==> src/dvtu_pkg.sv <==
`timescale 1ns / 1ps
`default_nettype none

package dvtu_pkg;

    localparam int ADDR_W     = 5;
    localparam int DATA_W     = 32;
    localparam int IFACE_REGS = 4;

    localparam logic [2:0] REG_OWN_IFACE_0     = 3'd0;
    localparam logic [2:0] REG_OWN_IFACE_1     = 3'd1;
    localparam logic [2:0] REG_OWN_IFACE_2     = 3'd2;
    localparam logic [2:0] REG_OWN_IFACE_3     = 3'd3;
    localparam logic [2:0] REG_OWN_IFACE_COUNT = 3'd4;

    localparam logic [2:0] ACT_APPENDED = 3'd0;
    localparam logic [2:0] ACT_UPDATED  = 3'd1;
    localparam logic [2:0] ACT_KEPT     = 3'd2;
    localparam logic [2:0] ACT_REJECTED = 3'd3;
    localparam logic [2:0] ACT_FULL     = 3'd4;

    localparam logic OP_INSTALL = 1'b1;

    localparam logic [7:0] COST_MAX = 8'hFF;

    typedef struct packed {
        logic        operation;
        logic        msg_start;
        logic [31:0] dest_addr;
        logic [7:0]  adv_cost;
        logic [31:0] adv_next_hop;
        logic [31:0] sender_addr;
        logic [31:0] recv_iface;
    } route_word_t;

    typedef struct packed {
        logic [2:0] action;
        logic [3:0] entry_index;
        logic [7:0] entry_cost;
        logic [4:0] entry_count;
    } result_word_t;

    typedef struct packed {
        logic [31:0] dest;
        logic [31:0] next_hop;
        logic [31:0] iface;
        logic [7:0]  cost;
    } route_entry_t;

    typedef struct packed {
        logic [IFACE_REGS-1:0][31:0] own_iface;
        logic [2:0]                  own_iface_count;
    } cfg_t;

endpackage

`default_nettype wire

==> src/dvtu_regs.sv <==
`timescale 1ns / 1ps
`default_nettype none

module dvtu_regs
    import dvtu_pkg::*;
(
    input  wire logic              clk,
    input  wire logic              rst_n,
    input  wire logic              psel,
    input  wire logic              penable,
    input  wire logic              pwrite,
    input  wire logic [ADDR_W-1:0] paddr,
    input  wire logic [DATA_W-1:0] pwdata,
    output logic      [DATA_W-1:0] prdata,
    output logic                   pready,
    output cfg_t                   cfg
);

    logic [IFACE_REGS-1:0][31:0] own_iface_reg;
    logic [IFACE_REGS-1:0][31:0] own_iface_next;
    logic [2:0]                  count_reg;
    logic [2:0]                  count_next;
    logic [2:0]                  reg_sel;
    logic                        wr_en;

    assign reg_sel = paddr[ADDR_W-1:2];
    assign wr_en   = psel && penable && pwrite;
    assign pready  = 1'b1;

    always_comb
    begin
        own_iface_next = own_iface_reg;
        count_next     = count_reg;
        if (wr_en)
        begin
            unique case (reg_sel)
                REG_OWN_IFACE_0:     own_iface_next[0] = pwdata;
                REG_OWN_IFACE_1:     own_iface_next[1] = pwdata;
                REG_OWN_IFACE_2:     own_iface_next[2] = pwdata;
                REG_OWN_IFACE_3:     own_iface_next[3] = pwdata;
                REG_OWN_IFACE_COUNT: count_next = pwdata[2:0];
                default:             count_next = count_reg;
            endcase
        end
    end

    always_ff @(posedge clk or negedge rst_n)
    begin
        if (!rst_n)
        begin
            own_iface_reg <= '0;
            count_reg     <= '0;
        end
        else
        begin
            own_iface_reg <= own_iface_next;
            count_reg     <= count_next;
        end
    end

    always_comb
    begin
        unique case (reg_sel)
            REG_OWN_IFACE_0:     prdata = own_iface_reg[0];
            REG_OWN_IFACE_1:     prdata = own_iface_reg[1];
            REG_OWN_IFACE_2:     prdata = own_iface_reg[2];
            REG_OWN_IFACE_3:     prdata = own_iface_reg[3];
            REG_OWN_IFACE_COUNT: prdata = {{(DATA_W-3){1'b0}}, count_reg};
            default:             prdata = '0;
        endcase
    end

    assign cfg = '{own_iface: own_iface_reg, own_iface_count: count_reg};

endmodule

`default_nettype wire

==> src/dvtu_table.sv <==
`timescale 1ns / 1ps
`default_nettype none

module dvtu_table
    import dvtu_pkg::*;
#(
    parameter int DEPTH = 16,
    parameter int IDX_W = 4
)
(
    input  wire logic             clk,
    input  wire logic             we,
    input  wire logic [IDX_W-1:0] waddr,
    input  wire route_entry_t     wdata,
    input  wire logic             re,
    input  wire logic [IDX_W-1:0] raddr,
    output route_entry_t          rdata
);

    route_entry_t mem [DEPTH];
    route_entry_t rdata_reg;

    always_ff @(posedge clk)
    begin
        if (we)
        begin
            mem[waddr] <= wdata;
        end
        if (re)
        begin
            rdata_reg <= mem[raddr];
        end
    end

    assign rdata = rdata_reg;

endmodule

`default_nettype wire

==> src/dvtu_engine.sv <==
`timescale 1ns / 1ps
`default_nettype none

module dvtu_engine
    import dvtu_pkg::*;
#(
    parameter int TABLE_DEPTH    = 16,
    parameter int MAX_OWN_IFACES = 4,
    parameter int IDX_W          = 4,
    parameter int CNT_W          = 5
)
(
    input  wire logic             clk,
    input  wire logic             rst_n,
    input  wire cfg_t             cfg,
    input  wire logic             route_valid,
    output logic                  route_stall,
    input  wire route_word_t      route,
    output logic                  result_valid,
    input  wire logic             result_stall,
    output result_word_t          result,
    output logic                  tbl_we,
    output logic      [IDX_W-1:0] tbl_waddr,
    output route_entry_t          tbl_wdata,
    output logic                  tbl_re,
    output logic      [IDX_W-1:0] tbl_raddr,
    input  wire route_entry_t     tbl_rdata
);

    localparam logic [1:0] ST_IDLE = 2'd0;
    localparam logic [1:0] ST_SCAN = 2'd1;
    localparam logic [1:0] ST_EMIT = 2'd2;

    logic [1:0]       state_reg, state_next;
    route_word_t      item_reg, item_next;
    logic [CNT_W-1:0] valid_count_reg, valid_count_next;
    logic [CNT_W-1:0] snap_reg, snap_next;
    logic [CNT_W-1:0] limit_reg, limit_next;
    logic [CNT_W-1:0] issue_idx_reg, issue_idx_next;
    logic             pend_reg, pend_next;
    logic [IDX_W-1:0] pend_idx_reg, pend_idx_next;
    logic             found_reg, found_next;
    logic [IDX_W-1:0] first_idx_reg, first_idx_next;
    logic [7:0]       first_cost_reg, first_cost_next;
    logic [7:0]       new_cost_reg, new_cost_next;
    logic [31:0]      new_hop_reg, new_hop_next;
    logic             self_hop_reg, self_hop_next;
    logic [31:0]      wr_dest_reg, wr_dest_next;
    logic [2:0]       res_action_reg, res_action_next;
    logic [IDX_W-1:0] res_idx_reg, res_idx_next;
    logic [7:0]       res_cost_reg, res_cost_next;
    logic             res_write_reg, res_write_next;
    logic             res_append_reg, res_append_next;
    logic             result_valid_reg, result_valid_next;
    result_word_t     result_reg, result_next;

    logic [CNT_W-1:0] snap_now;
    logic [CNT_W-1:0] count_after;
    logic [2:0]       iface_limit;
    logic             own_hit;
    logic             issue_more;
    logic             hit;

    // Own-interface check on the advertised next hop, done once at accept.
    always_comb
    begin
        if (cfg.own_iface_count > 3'(MAX_OWN_IFACES))
        begin
            iface_limit = 3'(MAX_OWN_IFACES);
        end
        else
        begin
            iface_limit = cfg.own_iface_count;
        end
        own_hit = 1'b0;
        for (int k = 0; k < IFACE_REGS; k++)
        begin
            if ((3'(k) < iface_limit) && (cfg.own_iface[k] == route.adv_next_hop))
            begin
                own_hit = 1'b1;
            end
        end
    end

    assign snap_now    = route.msg_start ? valid_count_reg : snap_reg;
    assign issue_more  = issue_idx_reg < limit_reg;
    assign hit         = pend_reg && (tbl_rdata.dest == item_reg.dest_addr);
    assign count_after = valid_count_reg + {{(CNT_W-1){1'b0}}, res_append_reg};

    always_comb
    begin
        state_next        = state_reg;
        item_next         = item_reg;
        valid_count_next  = valid_count_reg;
        snap_next         = snap_reg;
        limit_next        = limit_reg;
        issue_idx_next    = issue_idx_reg;
        pend_next         = pend_reg;
        pend_idx_next     = pend_idx_reg;
        found_next        = found_reg;
        first_idx_next    = first_idx_reg;
        first_cost_next   = first_cost_reg;
        new_cost_next     = new_cost_reg;
        new_hop_next      = new_hop_reg;
        self_hop_next     = self_hop_reg;
        wr_dest_next      = wr_dest_reg;
        res_action_next   = res_action_reg;
        res_idx_next      = res_idx_reg;
        res_cost_next     = res_cost_reg;
        res_write_next    = res_write_reg;
        res_append_next   = res_append_reg;
        result_valid_next = result_valid_reg;
        result_next       = result_reg;
        tbl_re            = 1'b0;
        tbl_we            = 1'b0;

        if (result_valid_reg && !result_stall)
        begin
            result_valid_next = 1'b0;
        end

        unique case (state_reg)
            ST_IDLE:
            begin
                if (route_valid)
                begin
                    item_next      = route;
                    snap_next      = snap_now;
                    issue_idx_next = '0;
                    pend_next      = 1'b0;
                    found_next     = 1'b0;
                    self_hop_next  = own_hit;
                    if (route.operation == OP_INSTALL)
                    begin
                        limit_next    = '0;
                        new_cost_next = route.adv_cost;
                        new_hop_next  = route.adv_next_hop;
                    end
                    else
                    begin
                        limit_next    = (snap_now < valid_count_reg) ? snap_now
                                                                     : valid_count_reg;
                        new_cost_next = (route.adv_cost == COST_MAX) ? COST_MAX
                                                                     : route.adv_cost + 8'd1;
                        new_hop_next  = route.sender_addr;
                    end
                    state_next = ST_SCAN;
                end
            end

            ST_SCAN:
            begin
                // Reads run one entry ahead of the compare stage.
                if (issue_more)
                begin
                    tbl_re         = 1'b1;
                    pend_next      = 1'b1;
                    pend_idx_next  = issue_idx_reg[IDX_W-1:0];
                    issue_idx_next = issue_idx_reg + {{(CNT_W-1){1'b0}}, 1'b1};
                end
                else
                begin
                    pend_next = 1'b0;
                end

                priority if (hit && (new_cost_reg < tbl_rdata.cost))
                begin
                    pend_next       = 1'b0;
                    res_idx_next    = pend_idx_reg;
                    wr_dest_next    = tbl_rdata.dest;
                    res_append_next = 1'b0;
                    if (self_hop_reg)
                    begin
                        res_action_next = ACT_REJECTED;
                        res_cost_next   = tbl_rdata.cost;
                        res_write_next  = 1'b0;
                    end
                    else
                    begin
                        res_action_next = ACT_UPDATED;
                        res_cost_next   = new_cost_reg;
                        res_write_next  = 1'b1;
                    end
                    state_next = ST_EMIT;
                end
                else if (!pend_reg && !issue_more)
                begin
                    if (found_reg)
                    begin
                        res_action_next = ACT_KEPT;
                        res_idx_next    = first_idx_reg;
                        res_cost_next   = first_cost_reg;
                        res_write_next  = 1'b0;
                        res_append_next = 1'b0;
                    end
                    else if (valid_count_reg >= CNT_W'(TABLE_DEPTH))
                    begin
                        res_action_next = ACT_FULL;
                        res_idx_next    = '0;
                        res_cost_next   = '0;
                        res_write_next  = 1'b0;
                        res_append_next = 1'b0;
                    end
                    else
                    begin
                        res_action_next = ACT_APPENDED;
                        res_idx_next    = valid_count_reg[IDX_W-1:0];
                        res_cost_next   = new_cost_reg;
                        res_write_next  = 1'b1;
                        res_append_next = 1'b1;
                        wr_dest_next    = item_reg.dest_addr;
                    end
                    state_next = ST_EMIT;
                end
                else if (hit && !found_reg)
                begin
                    found_next      = 1'b1;
                    first_idx_next  = pend_idx_reg;
                    first_cost_next = tbl_rdata.cost;
                end
                else
                begin
                    found_next = found_reg;
                end
            end

            ST_EMIT:
            begin
                // The table write and the count change wait for the output slot.
                if (!result_valid_reg || !result_stall)
                begin
                    tbl_we                  = res_write_reg;
                    valid_count_next        = count_after;
                    result_valid_next       = 1'b1;
                    result_next.action      = res_action_reg;
                    result_next.entry_index = 4'(res_idx_reg);
                    result_next.entry_cost  = res_cost_reg;
                    result_next.entry_count = 5'(count_after);
                    state_next              = ST_IDLE;
                end
            end

            default:
            begin
                state_next = ST_IDLE;
            end
        endcase
    end

    always_ff @(posedge clk or negedge rst_n)
    begin
        if (!rst_n)
        begin
            state_reg        <= ST_IDLE;
            valid_count_reg  <= '0;
            snap_reg         <= '0;
            limit_reg        <= '0;
            issue_idx_reg    <= '0;
            pend_reg         <= 1'b0;
            found_reg        <= 1'b0;
            result_valid_reg <= 1'b0;
        end
        else
        begin
            state_reg        <= state_next;
            valid_count_reg  <= valid_count_next;
            snap_reg         <= snap_next;
            limit_reg        <= limit_next;
            issue_idx_reg    <= issue_idx_next;
            pend_reg         <= pend_next;
            found_reg        <= found_next;
            result_valid_reg <= result_valid_next;
        end
    end

    always_ff @(posedge clk)
    begin
        item_reg       <= item_next;
        pend_idx_reg   <= pend_idx_next;
        first_idx_reg  <= first_idx_next;
        first_cost_reg <= first_cost_next;
        new_cost_reg   <= new_cost_next;
        new_hop_reg    <= new_hop_next;
        self_hop_reg   <= self_hop_next;
        wr_dest_reg    <= wr_dest_next;
        res_action_reg <= res_action_next;
        res_idx_reg    <= res_idx_next;
        res_cost_reg   <= res_cost_next;
        res_write_reg  <= res_write_next;
        res_append_reg <= res_append_next;
        result_reg     <= result_next;
    end

    assign route_stall  = (state_reg != ST_IDLE);
    assign result_valid = result_valid_reg;
    assign result       = result_reg;

    assign tbl_raddr = issue_idx_reg[IDX_W-1:0];
    assign tbl_waddr = res_idx_reg;
    assign tbl_wdata = '{dest:     wr_dest_reg,
                         next_hop: new_hop_reg,
                         iface:    item_reg.recv_iface,
                         cost:     new_cost_reg};

endmodule

`default_nettype wire

==> src/distance_vector_table_update_core.sv <==
// Distance-vector route table engine.
// Input channel route (route_valid / route_stall / route) carries one word per
// advertised route or direct install. Output channel result (result_valid /
// result_stall / result) returns exactly one word per input word, in order.
// The APB port writes the own-interface addresses and their count; configure
// only while the engine is idle. pready is always high.
// The result word is loaded after the search, once the output register is free.
// The search covers the entries valid at the start of the current message (at
// most TABLE_DEPTH), read one per cycle through the table's single read port.
// A deciding match ends the search early; an install searches nothing.
// route_stall is high from accept until the result is loaded, so the engine
// does not take a new word before it is through with the last one.
// If the receiver stalls, the result register holds its word; the engine still
// accepts the next word and completes its search, then waits with its table
// write until the output register frees.
// Reset empties the table by clearing the entry count and the message snapshot;
// the table memory itself is not cleared, and no clearing pass is needed.
`timescale 1ns / 1ps
`default_nettype none

module distance_vector_table_update_core
    import dvtu_pkg::*;
#(
    parameter int TABLE_DEPTH    = 16,
    parameter int MAX_OWN_IFACES = 4
)
(
    input  wire logic              clk,
    input  wire logic              rst_n,
    input  wire logic              route_valid,
    output logic                   route_stall,
    input  wire route_word_t       route,
    output logic                   result_valid,
    input  wire logic              result_stall,
    output result_word_t           result,
    input  wire logic              psel,
    input  wire logic              penable,
    input  wire logic              pwrite,
    input  wire logic [ADDR_W-1:0] paddr,
    input  wire logic [DATA_W-1:0] pwdata,
    output logic      [DATA_W-1:0] prdata,
    output logic                   pready
);

    localparam int IDX_W = $clog2(TABLE_DEPTH);
    localparam int CNT_W = $clog2(TABLE_DEPTH + 1);

    cfg_t             cfg;
    logic             tbl_we;
    logic [IDX_W-1:0] tbl_waddr;
    route_entry_t     tbl_wdata;
    logic             tbl_re;
    logic [IDX_W-1:0] tbl_raddr;
    route_entry_t     tbl_rdata;

    dvtu_regs u_regs (
        .clk     (clk),
        .rst_n   (rst_n),
        .psel    (psel),
        .penable (penable),
        .pwrite  (pwrite),
        .paddr   (paddr),
        .pwdata  (pwdata),
        .prdata  (prdata),
        .pready  (pready),
        .cfg     (cfg)
    );

    dvtu_table #(
        .DEPTH (TABLE_DEPTH),
        .IDX_W (IDX_W)
    ) u_table (
        .clk   (clk),
        .we    (tbl_we),
        .waddr (tbl_waddr),
        .wdata (tbl_wdata),
        .re    (tbl_re),
        .raddr (tbl_raddr),
        .rdata (tbl_rdata)
    );

    dvtu_engine #(
        .TABLE_DEPTH    (TABLE_DEPTH),
        .MAX_OWN_IFACES (MAX_OWN_IFACES),
        .IDX_W          (IDX_W),
        .CNT_W          (CNT_W)
    ) u_engine (
        .clk          (clk),
        .rst_n        (rst_n),
        .cfg          (cfg),
        .route_valid  (route_valid),
        .route_stall  (route_stall),
        .route        (route),
        .result_valid (result_valid),
        .result_stall (result_stall),
        .result       (result),
        .tbl_we       (tbl_we),
        .tbl_waddr    (tbl_waddr),
        .tbl_wdata    (tbl_wdata),
        .tbl_re       (tbl_re),
        .tbl_raddr    (tbl_raddr),
        .tbl_rdata    (tbl_rdata)
    );

endmodule

`default_nettype wire

==> config.mk <==
export PLATFORM = sky130hd
export DESIGN_NAME = distance_vector_table_update_core
export DESIGN_NICKNAME = d
export VERILOG_FILES = /design/src/dvtu_pkg.sv /design/src/dvtu_regs.sv /design/src/dvtu_table.sv /design/src/dvtu_engine.sv /design/src/distance_vector_table_update_core.sv
export SDC_FILE = /design/constraint.sdc
export NUM_CORES = 1
export LEC_CHECK = 0
export ABC_AREA = 1
export ABC_CLOCK_PERIOD_IN_PS = 4700
export BUFFER_PORTS_ARGS = -buffer_cell sky130_fd_sc_hd__buf_2
export CAP_MARGIN = 10
export CELL_PAD_IN_SITES_DETAIL_PLACEMENT = 0
export CELL_PAD_IN_SITES_GLOBAL_PLACEMENT = 1
export CORE_MARGIN = 4
export CORE_UTILIZATION = 40
export CTS_CLUSTER_SIZE = 40
export DETAILED_ROUTE_END_ITERATION = 10
export HOLD_SLACK_MARGIN = 0.08
export PLACE_DENSITY = 0.68
export SLEW_MARGIN = 20
export SYNTH_ARGS = -nofsm -noshare
export SYNTH_HDL_FRONTEND = slang
export SYNTH_SLANG_ARGS = --single-unit
==> constraint.sdc <==
create_clock -name clk -period 4.7 [get_ports clk]
set_input_delay 0.94 -clock clk [delete_from_list [all_inputs] [get_ports clk]]
set_output_delay 0.94 -clock clk [all_outputs]
set_load 0.1 [all_outputs]
==> flow_metrics.tcl <==
set metrics [dict create \
    crit_start "paddr[4]" \
    slowest_stage "buf_2" \
    grt_pass1_vias 25100 \
    nNetsFinal 3734 \
    clk_path_buf_depth 3 \
    drc 0 \
    p_sw_w 0.00819 \
    grt_max_degree 186 \
    crit_buf_inv 4 \
    initialDrtViolationCount 2657 \
    max-vdd-ir-drop_uv 516 \
    switching_share_pct 32.9 \
    io_pins 237 \
    crit_fanout 13 \
    cts_resized 0 \
    finClkSkew_ns 0.0351 \
    num_vias 26600 \
    wl_per_cell_um 22.5 \
    synth_area_um2 40200 \
    largest_register_ffs 640 \
    fin_crit_sh_pct 79.7 \
    relSlewSlack_pct 31.5 \
    path_cells "buf_2 -> nor2_1 -> nand2_1 -> inv_1 -> buf_12 -> nand2_1 -> o2111ai_1 -> buf_2" \
    tightest_slew_ns 1.03 \
    grt_setup_unrepaired "false" \
    crit_path_end_kind "output pin" \
    port_buffers 169 \
    cts_htree_levels 3 \
    antenna_left 0 \
    ys_seq_elements 962 \
    r2r-start "u_engine.issue_idx_reg[0]$_DFFE_PN0P_" \
    core_area_um2 99000 \
    worstSetupPathType "primary input to output pin" \
    cts_tree "done" \
    finalSetupTns_ns 0 \
    slew_violations 0 \
    viasPerCell 5.43 \
    synth_nets 3610 \
    cap_viol_max_count 0 \
    wirelength_um 110000 \
    hp-class "primary input to asynchronous set/reset pin" \
    die_h_um 325 \
    yosys_warnings 0 \
    powerDensity_nw_per_um2 545 \
    syn_inst 3409 \
    drive_gt1_share_pct 11.2 \
    slowest_delay_ns 0.51 \
    cts-hold-fix-buffers 0 \
    grtUsageTotal_pct 20.5 \
    rows 115 \
    die_w_um 325 \
    critPathRequiredTime_ns 3.76 \
    dr.pass1.iters 5 \
    arrival_ns 2.80 \
    die-area_um2 106000 \
    seqPwrFrac_pct 48.1 \
    utilization_pct 46.1 \
    grt_pass1_wl_um 164000 \
    pwr-share-clk_pct 30.7 \
    intPower_w 0.0167 \
    max_freq_mhz 267 \
    fin_crit_ns 3.74 \
    place_ws_ns 1.01 \
    cts_inserted_buffers 99 \
    ys_types 40 \
    insertion_delay_ns 0.69 \
    dp_hpwl_um 67500 \
    setup_slack_ns 0.956 \
    finalSetupViolations 0 \
    ys_seq_area_share_pct 69.9 \
    cts.sinks 962 \
    postCtsSetupBuffers 0 \
    hold_violations 0 \
    syn_to_final_growth_pct 13.5 \
    cp-start-kind "primary input" \
    root_buffer "clkbuf_16" \
    crit_family "buffers and inverters" \
    clk_pin_slew_worst_paths_ns 0.06 \
    gp_congestion 0.917 \
    avgSynthCellArea_um2 11.8 \
    status "complete, no violations" \
    start_util_pct 40.6 \
    antenna_found_initial 2 \
    p_leak_nw 16.6 \
    grt.overflow.total 0 \
    combPwrFrac_pct 21.2 \
]
cells by family (layout without fill, tap and decap cells):
kind of cell,Yosys count,after routing,share of synthesized area (%)
simple gates,1236,1236,12.1
flops,962,962,69.9
compound gates,646,646,10.2
buf+inv,432,637,4.42
mux,66,66,1.64
xor+xnor,47,47,1.02
fa+ha+maj,19,19,0.592
other cells,1,3,0.00933
per-layer routing:
layer	up-vias	share of wire [%]	track usage (%)
li1	12400	-	-
met1	13200	46	30.2
met2	886	45	31.6
met3	164	6.8	3.44
met4	0	2.4	5.29
met5	-	0	0
final cells by class:
cell class / count / area, µm²
Fill cell: 9059 / 53400
Sequential cell: 962 / 28100
Multi-Input combinational cell: 2015 / 10500
Clock buffer: 130 / 2660
Tap cell: 1287 / 1610
Timing Repair Buffer: 225 / 1400
Inverter: 230 / 871
Clock inverter: 52 / 492
Antenna cell: 2 / 5.00
cell usage after synthesis:
master	count	area share [%]
or2_2	14	0.22
nor4b_1	1	0.022
nor4_1	6	0.093
and3_1	2	0.031
a21oi_1	16	0.20
nor3_1	8	0.10
clkinv_1	2	0.019
inv_1	227	2.1
clkbuf_1	155	1.4
xor2_1	21	0.46
nand2_1	616	5.8
o2111ai_1	29	0.63
dfrtp_1	156	9.7
nand2_2	1	0.016
conb_1	1	0.0093
buf_4	8	0.15
a22o_1	4	0.087
buf_6	9	0.25
a221oi_1	10	0.22
a32o_1	1	0.025
nor3_2	2	0.050
buf_1	2	0.019
o32ai_1	94	2.0
o22ai_1	37	0.58
buf_8	2	0.075
edfxtp_1	806	60
o221ai_1	70	1.5
nand3_1	95	1.2
nor2_1	477	4.5
xnor2_1	26	0.57
a211oi_1	3	0.056
o21ai_1	8	0.10
a22oi_1	1	0.019
inv_2	1	0.0093
nand4_1	14	0.22
mux2i_1	66	1.6
ha_1	19	0.59
o211ai_1	16	0.30
o21ai_0	357	4.4
buf_2	26	0.32
layout by cell type (no fill, tap or decap), types with 12 or more instances in the layout:
master and instances:
buf_4 46, xnor2_1 26, nand3_1 95, o22ai_1 37, dfrtp_1 153, ha_1 19
o221ai_1 70, clkbuf_16 102, clkbuf_1 28, o211ai_1 16, xor2_1 21, clkinv_2 12
buf_2 168, or2_2 14, a21oi_1 15, clkinv_1 22, o32ai_1 94, edfxtp_1 806
nor2_4 18, nand4_1 14, inv_1 224, o2111ai_1 29, mux2i_1 66, nor2_1 459
o21ai_0 357, nand2_1 612
power by group through the flow:
stage	clock network [W]	registers [W]	logic, W
after floorplan	0	0.0117	0.00372
after global placement	0	0.0121	0.00527
after detailed placement	0	0.0121	0.00530
after CTS	0.00780	0.0119	0.00533
after global routing	0.00816	0.0121	0.00585
final	0.00765	0.0120	0.00527
final timing paths:
check	endpoint	slack [ns]	depth (start not counted)
worst max register to register	u_table.rdata[86]$_DFFE_PP_	1.49	6
worst min register to register	u_engine.result[8]$_DFFE_PP_	0.42	0
worst min-delay path	u_regs.cfg[59]$_DFFE_PN0P_	0.23	1
worst max-delay path	prdata[13]	0.96	8
max in group asynchronous	u_regs.cfg[85]$_DFFE_PN0P_	3.39	2
min in group clk	u_engine.result[8]$_DFFE_PP_	0.42	0
metrics by stage:
stage / cells / hold slack (ns) / power, W / instance area [µm²]
3_5_place_dp: 4719 / 0.405 / 0.0174 / 42500
4_1_cts: 4901 / 0.256 / 0.0251 / 45600
3_3_place_gp: 4719 / 0.401 / 0.0173 / 42500
5_1_grt: 4903 / 0.288 / 0.0261 / 45600
2_1_floorplan: 3409 / 0.400 / 0.0155 / 40200
6_report: 4903 / 0.230 / 0.0249 / 45600
No activity file was read; power rests on OpenSTA's default activity.
